[src/hdl/assert_macros.svh]
// ---------------------------------------------------------------------------
// assert_macros.svh
// Concurrent assertion shorthands, clocked on clk and disabled in reset.
// ---------------------------------------------------------------------------
`ifndef ASSERT_MACROS_SVH
`define ASSERT_MACROS_SVH

// Same-cycle implication
`define ASSERT_NOW(lbl, ante, cons, msg) \
    lbl: assert property (@(posedge clk) disable iff (!rst_n) (ante) |-> (cons)) \
        else $error(msg);

// Next-cycle implication
`define ASSERT_NEXT(lbl, ante, cons, msg) \
    lbl: assert property (@(posedge clk) disable iff (!rst_n) (ante) |=> (cons)) \
        else $error(msg);

`endif

[src/hdl/eot_pkg.sv]
// ---------------------------------------------------------------------------
// eot_pkg
// Types, field numbers, status codes and layout tables for the EOT header
// parser.
// ---------------------------------------------------------------------------
package eot_pkg;

    // Field numbers in layout order
    localparam logic [5:0] FLD_NONE        = 6'd0;
    localparam logic [5:0] FLD_EOT_SIZE    = 6'd1;
    localparam logic [5:0] FLD_VERSION     = 6'd3;
    localparam logic [5:0] FLD_PANOSE      = 6'd5;
    localparam logic [5:0] FLD_MAGIC       = 6'd10;
    localparam logic [5:0] FLD_FULL_NAME   = 6'd33;
    localparam logic [5:0] FLD_PADDING5    = 6'd34;
    localparam logic [5:0] FLD_ROOT_STRING = 6'd36;
    localparam logic [5:0] FLD_ROOT_CHECK  = 6'd37;
    localparam logic [5:0] FLD_LAST        = 6'd44;

    localparam logic [31:0] PANOSE_LEN  = 32'd10;
    localparam logic [31:0] MAGIC_WORD  = 32'h0000_504C;
    localparam logic [31:0] VERSION_1   = 32'h0001_0000;
    localparam logic [31:0] VERSION_2_1 = 32'h0002_0001;
    localparam logic [31:0] VERSION_2_2 = 32'h0002_0002;

    typedef enum logic [2:0] {
        ST_BUSY      = 3'd0,
        ST_OK        = 3'd1,
        ST_BAD_MAGIC = 3'd2,
        ST_NONZERO   = 3'd3,
        ST_BAD_VER   = 3'd4,
        ST_TRUNC     = 3'd5
    } status_t;

    typedef struct packed {
        logic [5:0]  phase;
        logic [31:0] bif;
        logic [31:0] accum;
        logic [31:0] len;
        logic [31:0] version;
        status_t     status;
    } eot_state_t;

    typedef struct packed {
        status_t     status;
        logic [5:0]  field_id;
        logic [31:0] value;
        logic [31:0] index;
    } eot_result_t;

    localparam eot_state_t STATE_RESET = '{
        phase:   FLD_EOT_SIZE,
        bif:     32'd0,
        accum:   32'd0,
        len:     32'd0,
        version: 32'd0,
        status:  ST_BUSY
    };

    // Bytes per scalar field; zero marks a byte-stream field
    function automatic logic [2:0] fld_bytes(input logic [5:0] id);
        logic [2:0] n;
        unique case (id)
            6'd1, 6'd2, 6'd3, 6'd4, 6'd8, 6'd11, 6'd12, 6'd13, 6'd14, 6'd15,
            6'd16, 6'd17, 6'd18, 6'd19, 6'd20, 6'd21, 6'd37, 6'd38, 6'd42,
            6'd43:
                n = 3'd4;
            6'd6, 6'd7:
                n = 3'd1;
            6'd9, 6'd10, 6'd22, 6'd23, 6'd25, 6'd26, 6'd28, 6'd29, 6'd31,
            6'd32, 6'd34, 6'd35, 6'd39, 6'd40:
                n = 3'd2;
            default:
                n = 3'd0;
        endcase
        return n;
    endfunction

    function automatic logic must_be_zero(input logic [5:0] id);
        return (id >= 6'd18 && id <= 6'd22) || id == 6'd25 || id == 6'd28 ||
               id == 6'd31 || id == 6'd34 || id == 6'd39;
    endfunction

    function automatic logic is_size_field(input logic [5:0] id);
        return id == 6'd23 || id == 6'd26 || id == 6'd29 || id == 6'd32 ||
               id == 6'd35 || id == 6'd40 || id == 6'd43;
    endfunction

endpackage

[src/hdl/eot_step.sv]
// ---------------------------------------------------------------------------
// eot_step
// Next-state and result logic for one byte transfer: field assembly,
// checks and layout advance, including the skip over an empty byte field.
// ---------------------------------------------------------------------------
module eot_step (
    input  eot_pkg::eot_state_t  cur,
    input  logic [7:0]           data_byte,
    input  logic                 end_of_data,
    input  logic                 frame_start,
    output eot_pkg::eot_state_t  nxt,
    output eot_pkg::eot_result_t res
);
    import eot_pkg::*;

    typedef struct packed {
        logic [5:0] phase;
        logic       stop;
        status_t    code;
    } adv_t;

    // One step of the layout walk from a finished field
    function automatic adv_t adv_one(input logic [5:0] from, input logic [31:0] ver);
        adv_t a;
        a.phase = FLD_NONE;
        a.stop  = 1'b0;
        a.code  = ST_BUSY;
        if (from == FLD_FULL_NAME) begin
            if (ver == VERSION_1) begin
                a.stop = 1'b1;
                a.code = ST_OK;
            end else if (ver != VERSION_2_1 && ver != VERSION_2_2) begin
                a.stop = 1'b1;
                a.code = ST_BAD_VER;
            end else begin
                a.phase = FLD_PADDING5;
            end
        end else if (from == FLD_ROOT_STRING) begin
            if (ver == VERSION_2_1) begin
                a.stop = 1'b1;
                a.code = ST_OK;
            end else begin
                a.phase = FLD_ROOT_CHECK;
            end
        end else if (from >= FLD_LAST) begin
            a.stop = 1'b1;
            a.code = ST_OK;
        end else begin
            a.phase = from + 6'd1;
        end
        return a;
    endfunction

    eot_state_t  base;
    logic [2:0]  sz;
    logic [31:0] bif_inc;
    logic [31:0] placed;
    logic [31:0] acc;
    logic [31:0] len_new;
    logic [31:0] ver_new;
    logic        do_adv;
    adv_t        a1;
    adv_t        a2;

    // Restart at offset zero on frame start
    assign base    = frame_start ? STATE_RESET : cur;
    assign sz      = fld_bytes(base.phase);
    assign bif_inc = base.bif + 32'd1;
    assign placed  = {24'd0, data_byte} << {base.bif[1:0], 3'b000};
    assign acc     = base.accum | placed;
    assign ver_new = (sz != 3'd0 && base.phase == FLD_VERSION) ? acc : base.version;
    assign len_new = (sz != 3'd0 && is_size_field(base.phase)) ? acc : base.len;
    assign a1      = adv_one(base.phase, ver_new);
    assign a2      = adv_one(a1.phase, ver_new);

    always_comb
    begin
        nxt            = base;
        res.status     = ST_BUSY;
        res.field_id   = FLD_NONE;
        res.value      = 32'd0;
        res.index      = 32'd0;
        do_adv         = 1'b0;

        if (end_of_data)
        begin
            // Stream ended: truncation if still busy, no byte consumed
            if (base.status == ST_BUSY)
            begin
                nxt.status = ST_TRUNC;
                nxt.phase  = FLD_NONE;
            end
        end
        else if (base.status == ST_BUSY && base.phase != FLD_NONE &&
                 base.phase <= FLD_LAST)
        begin
            nxt.bif = bif_inc;
            if (sz == 3'd0)
            begin
                // Pass a data byte with its index
                res.field_id = base.phase;
                res.value    = {24'd0, data_byte};
                res.index    = base.bif;
                do_adv       = (bif_inc >= base.len);
            end
            else
            begin
                // Assemble a little-endian scalar
                nxt.accum = acc;
                if (bif_inc >= {29'd0, sz})
                begin
                    res.field_id = base.phase;
                    res.value    = acc;
                    nxt.version  = ver_new;
                    nxt.len      = len_new;
                    if (base.phase == FLD_MAGIC && acc != MAGIC_WORD)
                    begin
                        nxt.status = ST_BAD_MAGIC;
                        nxt.phase  = FLD_NONE;
                    end
                    else if (must_be_zero(base.phase) && acc != 32'd0)
                    begin
                        nxt.status = ST_NONZERO;
                        nxt.phase  = FLD_NONE;
                    end
                    else
                    begin
                        do_adv = 1'b1;
                    end
                end
            end
        end

        // Advance the layout, skipping an empty byte field once
        if (do_adv)
        begin
            if (a1.stop)
            begin
                nxt.status = a1.code;
                nxt.phase  = FLD_NONE;
            end
            else
            begin
                nxt.phase = a1.phase;
                nxt.bif   = 32'd0;
                nxt.accum = 32'd0;
                if (a1.phase == FLD_PANOSE)
                    nxt.len = PANOSE_LEN;
                if (fld_bytes(a1.phase) == 3'd0 && a1.phase != FLD_PANOSE &&
                    nxt.len == 32'd0)
                begin
                    if (a2.stop)
                    begin
                        nxt.status = a2.code;
                        nxt.phase  = FLD_NONE;
                    end
                    else
                    begin
                        nxt.phase = a2.phase;
                    end
                end
            end
        end

        res.status = nxt.status;
    end

endmodule

[src/hdl/eot_header_parser_top.sv]
// A result is registered: the output register loads it on its input transfer.
// Throughput: one byte per cycle while the output is not stalled; the parser state and result register update together.
// Input ready follows the output register: free, or being drained in the same cycle.
// Reset (rst_n low, asynchronous): parser at offset zero, status busy, output empty.
// ---------------------------------------------------------------------------
// eot_header_parser_top
// Embedded OpenType header parser: one file byte per transfer, one result
// per transfer with field number, value, byte index and sticky status.
// ---------------------------------------------------------------------------
`include "assert_macros.svh"

module eot_header_parser_top (
    input  logic        clk,
    input  logic        rst_n,
    input  logic        in_valid,
    output logic        in_ready,
    input  logic [7:0]  data_byte,
    input  logic        end_of_data,
    input  logic        frame_start,
    output logic        out_valid,
    input  logic        out_ready,
    output logic [2:0]  parse_status,
    output logic [5:0]  field_id,
    output logic [31:0] field_value,
    output logic [31:0] byte_index
);
    import eot_pkg::*;

    eot_state_t  state_reg;
    eot_state_t  state_next;
    eot_result_t result_reg;
    eot_result_t result_next;
    logic        out_valid_reg;
    logic        in_xfer;

    assign in_ready = !out_valid_reg || out_ready;
    assign in_xfer  = in_valid && in_ready;

    eot_step u_step (
        .cur         (state_reg),
        .data_byte   (data_byte),
        .end_of_data (end_of_data),
        .frame_start (frame_start),
        .nxt         (state_next),
        .res         (result_next)
    );

    // Advance parser state on each input transfer
    always_ff @(posedge clk or negedge rst_n)
    begin
        if (!rst_n)
            state_reg <= STATE_RESET;
        else if (in_xfer)
            state_reg <= state_next;
    end

    // Hold output valid until the result is taken
    always_ff @(posedge clk or negedge rst_n)
    begin
        if (!rst_n)
            out_valid_reg <= 1'b0;
        else if (in_xfer)
            out_valid_reg <= 1'b1;
        else if (out_ready)
            out_valid_reg <= 1'b0;
    end

    // Load result payload
    always_ff @(posedge clk)
    begin
        if (in_xfer)
            result_reg <= result_next;
    end

    assign out_valid    = out_valid_reg;
    assign parse_status = result_reg.status;
    assign field_id     = result_reg.field_id;
    assign field_value  = result_reg.value;
    assign byte_index   = result_reg.index;

    // Checks
    `ASSERT_NOW(a_busy_phase, state_reg.status == ST_BUSY,
        state_reg.phase != FLD_NONE && state_reg.phase <= FLD_LAST,
        "busy parser outside the header layout")
    `ASSERT_NOW(a_stop_phase, state_reg.status != ST_BUSY,
        state_reg.phase == FLD_NONE, "stopped parser kept a layout phase")
    `ASSERT_NEXT(a_sticky, in_xfer && !frame_start && state_reg.status != ST_BUSY,
        parse_status == $past(state_reg.status), "final status not sticky")
    `ASSERT_NOW(a_field_range, out_valid_reg, field_id <= FLD_LAST,
        "field number beyond the layout")

endmodule
[config.mk]
export PLATFORM = sky130hd
export DESIGN_NAME = eot_header_parser_top
export DESIGN_NICKNAME = d
export VERILOG_FILES = /design/src/hdl/eot_pkg.sv /design/src/hdl/eot_step.sv /design/src/hdl/eot_header_parser_top.sv
export VERILOG_INCLUDE_DIRS = /design/src /design/src/hdl
export SDC_FILE = /design/constraint.sdc
export NUM_CORES = 1
export LEC_CHECK = 0
export BUFFER_PORTS_ARGS = -buffer_cell sky130_fd_sc_hd__buf_2
export CORE_ASPECT_RATIO = 0.6
export CORE_MARGIN = 2
export CORE_UTILIZATION = 56
export CTS_BUF_LIST = sky130_fd_sc_hd__clkbuf_16
export CTS_CLUSTER_DIAMETER = 40
export CTS_CLUSTER_SIZE = 12
export DETAILED_ROUTE_END_ITERATION = 7
export HOLD_SLACK_MARGIN = 0.12
export PLACE_DENSITY = 0.78
export SETUP_SLACK_MARGIN = 0.05
export SLEW_MARGIN = 30
export SYNTH_ARGS = -nofsm -noshare
export SYNTH_HDL_FRONTEND = slang
export SYNTH_SLANG_ARGS = --single-unit
[constraint.sdc]
create_clock -name clk -period 5.1 [get_ports clk]
set_clock_uncertainty 0.05 [all_clocks]
set_input_delay 1.02 -clock clk [delete_from_list [all_inputs] [get_ports clk]]
set_output_delay 1.02 -clock clk [all_outputs]
set_load 0.03 [all_outputs]
==> flow_results.org, run 1 <==
** Clock network
- Number of buffers inserted for hold repair after clock tree synthesis :: 0
- The clock reaches the later pin of the worst-skew pair after 0.56 ns.
- TritonCTS built the clock tree.
- CTS H-tree lvls :: 1
- No sink is reached through more buffers than the 3 on the longest clock path.
- Clock-pin slew of the registers on the worst-case setup and hold paths :: 0.06 ns
- The tree is rooted in a clkbuf_16.
- Clock tree synthesis inserted a total of 26 buffers.
- Clk sink count :: 211

** Worst setup path
- The critical path is of the input port to register type.
- Worst EP arrival :: 5.37 ns
- The worst register-to-register path has a depth of 18.
- In this run the worst setup path terminates at state_reg[131]$_DFFE_PN1P_.
- The startpoint identified for the worst register-to-register timing path is state_reg[131]$_DFFE_PN1P_.
- Launching instance or port of the critical path :: frame_start
- The signal on the critical path passes through buf_16, nor2_4, inv_4, ha_4, nor4b_4, nor4_4, a31o_2, ha_1, inv_1, o221ai_1, a21oi_1, or4b_1, or4_4, o31ai_4, mux2_4, buf_4, or4_4, a21oi_2, a21oi_1.
- STA classifies the critical path endpoint as a register.
- Crit path max fanout :: 14
- Library cell contributing the largest single delay on the critical path :: or4_4
- Reg-to-reg setup timing slack :: 0.29 ns
- In this run the critical register-to-register path is captured at state_reg[131]$_DFFE_PN1P_.
- Data on the critical path is required at its endpoint by 5.52 ns.
- STA classifies the critical path startpoint as an input port.
- In this design, the stage delay of the slowest critical-path cell is 0.60 ns.

** Synth
- Of the synthesized area, sequential elements account for 0.4323.
- Of the total synthesized cell area, the portion taken by AND, OR, NAND and NOR gates is 0.2246.
- Of the post-synthesis cell area, the part taken by muxes is 0.02002.
- Count of yosys warnings during synthesis :: 0
- Averaged over all synthesized cells, the footprint is 9.478 um2.
- Adder-cell share of the synthesized area :: 0.04119
- Count of mapped cells out of synthesis :: 1378
- Count of flip-flops with a built-in enable after synthesis :: 73
- Library cells used by synthesis :: 107
- Flip-flop and latch count after synthesis :: 211
- Fraction of the mapped netlist area in compound gates :: 0.2107
- After synthesis the cells add up to 13060 um2.
- When the netlist entered floorplanning its net count stood at 1435.
- Combinational family with the most area after synthesis :: simple AND/OR/NAND/NOR gates
- Post-synth ARST share :: 0.6540
- Synthesized-area fraction occupied by xor and xnor cells :: 0.02280
- Top_reg_cell synth :: dfrtp_1

** Floorplanning
- Die footprint :: 24600 um2
- After floorplanning, the core was divided into 43 placement rows.
- Core outline area :: 22970 um2
- Total I/O pin count :: 89
- Die width :: 201.2 um
- Height of the die :: 122.3 um
- Starting utilization of the core area :: 0.5685

** GRT
- Overall overflow remaining after global route :: 0
- Number of global-route vias before repair :: 11690
- Entering global routing, the biggest net connects 111 pins.
- For this run, the total global-route usage over all layers was measured as 0.3548.
- Global-route wire length before repair :: 67320 um
- Number of antenna violations at the first check in global routing :: 1

** Timing
- Achievable Freq :: 202.4 MHz
- Setup violations remaining at the end of the flow were counted as 0.
- Final hold viol count :: 0
- Relative slew slack :: 0.4239
- Summed over all failing endpoints, the final setup total negative slack is 0 ns.
- Of the available clock period, the critical path in the final layout requires 0.9689.
- The routed design could run at a clock period as short as 4.941 ns.
- Setup repair after global routing missed its margin :: yes
- Slew at the pin closest to its max-slew limit :: 0.8642 ns
- The max-slew violation count is 0.

** Detailed routing
- Mean number of vias per cell :: 6.523
- In the final routed layout, each cell accounts on average for 22.46 um.
- Detailed-route wire length :: 43870 um
- After detailed routing, the number of remaining DRC violations is 0.
- First-pass iteration count of the detailed router :: 6
- Remaining number of nets flagged by the antenna check after routing :: 0
- Vias after detailed routing :: 12740
- In this run, the number of DRC markers left after iteration 0 of detailed routing was 1620.

** Layout
- Most frequent standard cell in the layout excluding fill and tap cells :: buf_4
- Fraction of final layout cells with drive strength greater than 1 :: 0.2731
- From synthesis to final layout, the design area changed by 24.86%.
- In the layout the commonest cells are buf_4, dfrtp_1, nand2_1, nor2_1, buf_2.
- The layout has 1727 filler cells.
- The multi-input combinational cells in the finished layout cover a total of 7057 um2.
- Footprint of the flip-flops and latches :: 5647 um2
- The final layout contains 1674 nets.
- Leaving out filler cells and counting taps, the final layout contains 1953.
- After routing the design area is 16310 um2.
- Number of flip-flops under the largest register name :: 137

** Status
- Result of the run :: finished, final reports clean

** Placed design
- The congestion estimate from routability-driven global placement came to 1.025.
- Number of cells after detailed placement :: 1899
- Port buffering added 88 buffers.
- Once placement finished, the instance area stood at 15290 um2.
- Total half-perimeter wirelength after legalization and detailed placement :: 31740 um

** Worst hold path
- Worst hold path class :: input port to asynchronous set/reset pin

** Power
- Overall power consumption :: 4.940 mW
- Total power divided by cell area :: 302.9 nW/um2
- IR drop worst, VDD :: 0.2218 mV
- In this run the static leakage power is 6.963 nW.

** Job
- Across the run, the number of max-cap violations was 0.
[area by class of cell]
type | count | area share
clock buffer | 27 | 0.04143
multi-input combinational | 1028 | 0.4327
timing repair buffer | 313 | 0.1379
clock inverter | 21 | 0.008286
inverter | 37 | 0.009130
tap | 315 | 0.02417
antenna | 1 | 0.0001534
sequential | 211 | 0.3462
[cell usage after synthesis, drive strengths merged, types with 6 or more instances]
cell type,number,area (um2)
xor2,9,78.83
ha,43,538.0
o41ai,7,80.08
a21oi,61,312.8
nand3b,11,82.58
clkbuf,46,172.7
inv,35,133.9
a22o,66,578.1
edfxtp,73,2192
xnor2,25,219.0
or3,10,62.56
dfrtp,137,3428
o2bb2ai,11,96.34
nand2b,11,68.82
buf,56,317.8
a31oi,28,181.4
nor2b,33,206.5
o21ai,92,460.4
a21o,17,127.6
and2,33,206.5
a22oi,10,85.08
and3,20,131.4
mux2,6,78.82
a211oi,9,67.56
or4,11,90.08
nor2,110,417.9
nor3b,9,67.56
mux2i,16,160.2
nor3,64,325.3
nand4,24,150.1
nand2,131,496.7
nand3,33,187.7
o31ai,14,120.1
nor4,22,171.4
[worst min path at each step]
stage / end / slack (ns) / cells after the start
after floorplan: state_reg[45]$_DFFE_PN0P_ / 0.39 / 2
after detailed placement: state_reg[55]$_DFFE_PN0P_ / 0.42 / 2
final: state_reg[126]$_DFFE_PN0P_ / 0.44 / 1
after global routing: state_reg[64]$_DFFE_PN0P_ / 0.45 / 2
after CTS: state_reg[55]$_DFFE_PN0P_ / 0.44 / 2
after global placement: state_reg[56]$_DFFE_PN0P_ / 0.40 / 2
[worst max-delay path: cells and delay by family]
family                   cells  cell delay [ns]
AND/OR/NAND/NOR              6             2.11
AO/OA/AOI/OAI                6             0.95
adder cells (fa/ha/maj)      2             0.50
buffers and inverters        4             0.40
multiplexers                 1             0.36
[where the power goes]
group	internal (mW)	switching, mW	leakage [nW]
logic	0.501	0.794	3.90
clock network	0.974	0.784	0.435
registers	1.83	0.0523	2.63
[cells by family after synthesis]
family | Yosys count
AO/OA/AOI/OAI | 376
XOR/XNOR | 34
adder cells (fa/ha/maj) | 43
buffers and inverters | 139
flip-flops | 211
multiplexers | 23
AND/OR/NAND/NOR | 552
[stage by stage]
| step | setup WS, ns | utilization | hold slack [ns] |
|---|---|---|---|
| global route | 0.02870 | 0.7098 | 0.4534 |
| floorplan | -0.9761 | - | 0.3922 |
| CTS | 0.05842 | 0.7009 | 0.4362 |
| detailed placement | -0.5441 | 0.6655 | 0.4216 |
| finish | 0.1585 | 0.7099 | 0.4372 |
| global placement | -0.3968 | 0.6653 | 0.4041 |
[metal layers]
| metal | wire, um | GRT usage |
|---|---|---|
| met1 | 18930 | 0.5212 |
| met2 | 17880 | 0.5035 |
| met3 | 6016 | 0.1192 |
| met4 | 1045 | 0.08565 |
| met5 | 0 | 0 |
[timing repair]
item,CTS,global route
pin swaps,0,16
resized for setup,1,36
buffers inserted,0,4
endpoints found under the setup margin,5,66
cloned,0,1
Note: power is estimated with default switching activity, not from simulation.
==> run 2, diff against run 1 <==
- CORE_MARGIN: 2 -> unset
- CORE_UTILIZATION: 56 -> 40
- PLACE_DENSITY: 0.78 -> unset
- RECOVER_POWER: unset -> 50
==> flow_results.org, run 2 (synthesized netlist as in run 1, its figures left out) <==
** Status
- Result of the run :: finished, violations left (was finished, final reports clean)
- The final reports fail on capacitance limit, slew limit.

** Worst hold path
- Origin of the worst min-delay path :: state_reg[60]$_DFFE_PN0P_
- The path category of the worst min-delay check is register to register (was input port to asynchronous set/reset pin).

** Power
- The worst ir drop on vdd was 0.2698 mV (was 0.2218 mV).
- Sequential Power Share :: 0.368 (was 0.382)
- Internal power summed over all cells :: 3.447 mW (was 3.310 mW)
- Sw power :: 1.697 mW (was 1.630 mW)
- The portion of total power attributed to combinational logic is 0.258 (was 0.262).
- Total leakage power :: 6.878 nW (was 6.963 nW)
- The switching share of power is 0.3299 (was 0.3300).
- The overall power after layout was 5.144 mW (was 4.940 mW).
- The proportion of power drawn by the clock network is 0.374 (was 0.356).
- The total power divided by cell area came to 309.5 nW/um2 (was 302.9 nW/um2).

** GRT
- Total track usage :: 0.2728 (was 0.3548)
- Number of antenna violations at the first check in global routing :: 0 (was 1)
- Pin count of the biggest net entering global routing :: 82 (was 111)
- The sum of overflow across all layers after global routing came to 0 (unchanged).
- The number of global-route vias before repair is 11720 (was 11690).
- The first-pass GRT wire length is 70490 um (was 67320 um).

** Layout
- The non-filler instance count after layout was 2073 (was 1953).
- Fraction of final layout cells with drive strength greater than 1 :: 0.2426 (was 0.2731)
- Highest-count cells in the layout ignoring fill and taps: buf_4, dfrtp_1, nand2_1, nor2_1, edfxtp_1 (was buf_4, dfrtp_1, nand2_1, nor2_1, buf_2).
- The number of antenna diodes was 0 (was 1).
- The area added between synthesis and finish was 27.26% (was 24.86%).
- Most frequent standard cell in the layout excluding fill and tap cells :: buf_4 (unchanged)
- The footprint of the flip-flops and latches was 5647 um2 (unchanged).
- Nets :: 1692 (was 1674)
- Final core utilization :: 0.5251 (was 0.7099)
- The number of flip-flops in the largest register came to 137 (unchanged).
- The multi-input gate area in the final layout came to 7053 um2 (was 7057 um2).
- The count of filler cells inserted in the layout is 2891 (was 1727).

** Detailed routing
- The violation count after the first detailed-route iteration is 1452 (was 1620).
- The detailed-route DRC error count was 0 (unchanged).
- First-pass iteration count of the detailed router :: 6 (unchanged)
- The total vias in the final route is 12530 (was 12740).
- Detailed-route wire length :: 46440 um (was 43870 um)
- Mean routed wirelength per cell :: 22.40 um (was 22.46 um)
- The mean number of vias per cell is 6.046 (was 6.523).
- Remaining number of nets flagged by the antenna check after routing :: 0 (unchanged)

** Worst setup path
- The critical path endpoint category was a register (unchanged).
- Reg2Reg Launch Point :: state_reg[100]$_DFFE_PN0P_ (was state_reg[131]$_DFFE_PN1P_)
- The critical-path maximum fanout is 7 (was 14).
- The data required time of the worst path is 5.50 ns (was 5.52 ns).
- The arrival time at the worst endpoint was 5.40 ns (was 5.37 ns).
- The type of origin of the critical path is an input port (unchanged).
- The launch point of the worst path was frame_start (unchanged).
- The critical path class is input port to register (unchanged).

** Floorplanning
- Die footprint :: 33400 um2 (was 24600 um2)
- Total I/O pin count :: 89 (unchanged)
- The standard-cell row count came to 50 (was 43).
- Core outline area :: 31660 um2 (was 22970 um2)
- Die width :: 235.3 um (was 201.2 um)
- Starting utilization of the core area :: 0.4126 (was 0.5685)
- The die boundary height came to 142.0 um (was 122.3 um).

** Timing
- Setup repair after global routing missed its margin: yes (unchanged).
- Final slew viol count :: 143 (was 0)
- Fin crit period :: 5.000 ns (was 4.941 ns)
- The highest clock frequency the design can meet is 200.0 MHz (was 202.4 MHz).
- The number of endpoints failing setup at the final stage came to 0 (unchanged).
- The measured slew at the worst slew-check pin was 2.456 ns (was 0.8642 ns).
- Post-route worst setup slack :: 0.09966 ns (was 0.1585 ns)
- The number of hold violations in the final report came to 0 (unchanged).
- The final cycle utilization of the critical path was 0.9805 (was 0.9689).
- Relative slew slack :: -0.6374 (was 0.4239)

** Clock network
- The clock sink total came to 211 (unchanged).
- The CTS buffer count was 28 (was 26).
- The root buffer cell was clkbuf_16 (unchanged).
- Later-pin clock latency in the skew report :: 0.58 ns (was 0.56 ns)
- The maximum number of buffers from clock root to sink came to 3 (unchanged).
- Clock-pin slew of the registers on the worst-case setup and hold paths :: 0.06 ns (about the same)
- CTS tree :: built (unchanged)
- The total of hold buffers inserted after clock tree synthesis came to 0 (unchanged).
- The maximum level of the CTS H-tree is 1 (unchanged).

** Placed design
- Pre-CTS WS :: -0.5958 ns (was -0.5441 ns)
- The placed cell count was 2006 (was 1899).
- Total half-perimeter wirelength after legalization and detailed placement :: 32830 um (was 31740 um)
- PortBufs :: 88 (unchanged)
- Final weighted congestion in routability-driven placement :: 0.9593 (was 1.025)

** Job
- The number of maximum-capacitance constraint violations is 3 (was 0).
## run 2: changes by cell type in the layout (fill, tap and decap cells not counted), sizes merged
cell,before,now
inv,50,48
buf,313,257
clkbuf,27,101
bufinv,0,1
diode,1,0
clkinvlp,0,3
## run 2: repair_timing
action | CTS | global route
setup buffers | 3 | 8
gates resized for setup | 5 | 33
pin swaps | 5 | 13
cloned | 1 | 3
endpoints found under the setup margin | 5 | 95
## run 2: area by class of cell
type,instances,area share
multi-input combinational,1028,0.4243
sequential,211,0.3397
timing repair buffer,329,0.1412
clock buffer,29,0.04366
tap,416,0.03131
clock inverter,23,0.01099
inverter,37,0.008807
## run 2: power groups by stage
| stage | logic, mW | registers [mW] | clock network, mW |
|---|---|---|---|
| 2_1_floorplan | 0.657 | 1.97 | 0 |
| 3_3_place_gp | 1.24 | 1.92 | 0 |
| 3_5_place_dp | 1.26 | 1.92 | 0 |
| 4_1_cts | 1.27 | 1.89 | 1.94 |
| 5_1_grt | 1.40 | 1.90 | 2.02 |
| 6_report | 1.33 | 1.89 | 1.92 |
## run 2: critical path, cell delays in order
cell       delay, ns
buf_8           0.12
nor2_4          0.13
inv_4           0.07
ha_4            0.26
nor2b_1         0.04
o22ai_1         0.19
o221ai_2        0.16
nor2b_2         0.19
ha_1            0.29
a21oi_1         0.16
o221ai_1        0.14
a21oi_1         0.16
or4b_1          0.44
or4_4           0.52
o31ai_4         0.23
mux2_4          0.36
a2111oi_4       0.35
buf_4           0.22
o21ai_1         0.07
a32o_1          0.26
## run 2: through the flow
step	hold slack [ns]	instance area [um2]	setup TNS [ns]
2_1_floorplan	0.3922	13290	-120.04
3_3_place_gp	0.4045	15490	-28.38
3_5_place_dp	0.4126	15490	-47.27
4_1_cts	0.4260	16460	0
5_1_grt	0.4571	16620	-0.04667
6_report	0.4287	16620	0
## run 2: layer usage
| layer | vias up | GRT usage | part of all wire |
|---|---|---|---|
| met4 | 0 | 0.05573 | 0.018 |
| met1 | 6230 | 0.4300 | 0.49 |
| li1 | 5672 | - | - |
| met5 | - | 0 | 0 |
| met2 | 570 | 0.3736 | 0.40 |
| met3 | 62 | 0.06032 | 0.096 |
## run 2: final timing paths
check | to | slack [ns] | cells past startpoint
max | state_reg[133]$_DFFE_PN0P_ | 0.1 | 20
min | state_reg[60]$_DFFE_PN0P_ | 0.43 | 2
max reg2reg | state_reg[47]$_DFFE_PN0P_ | 0.19 | 20
min reg2reg | state_reg[60]$_DFFE_PN0P_ | 0.43 | 2
max in group asynchronous | state_reg[2]$_DFFE_PN0P_ | 1.18 | 2
min in group asynchronous | state_reg[127]$_DFFE_PN0P_ | 1.14 | 1
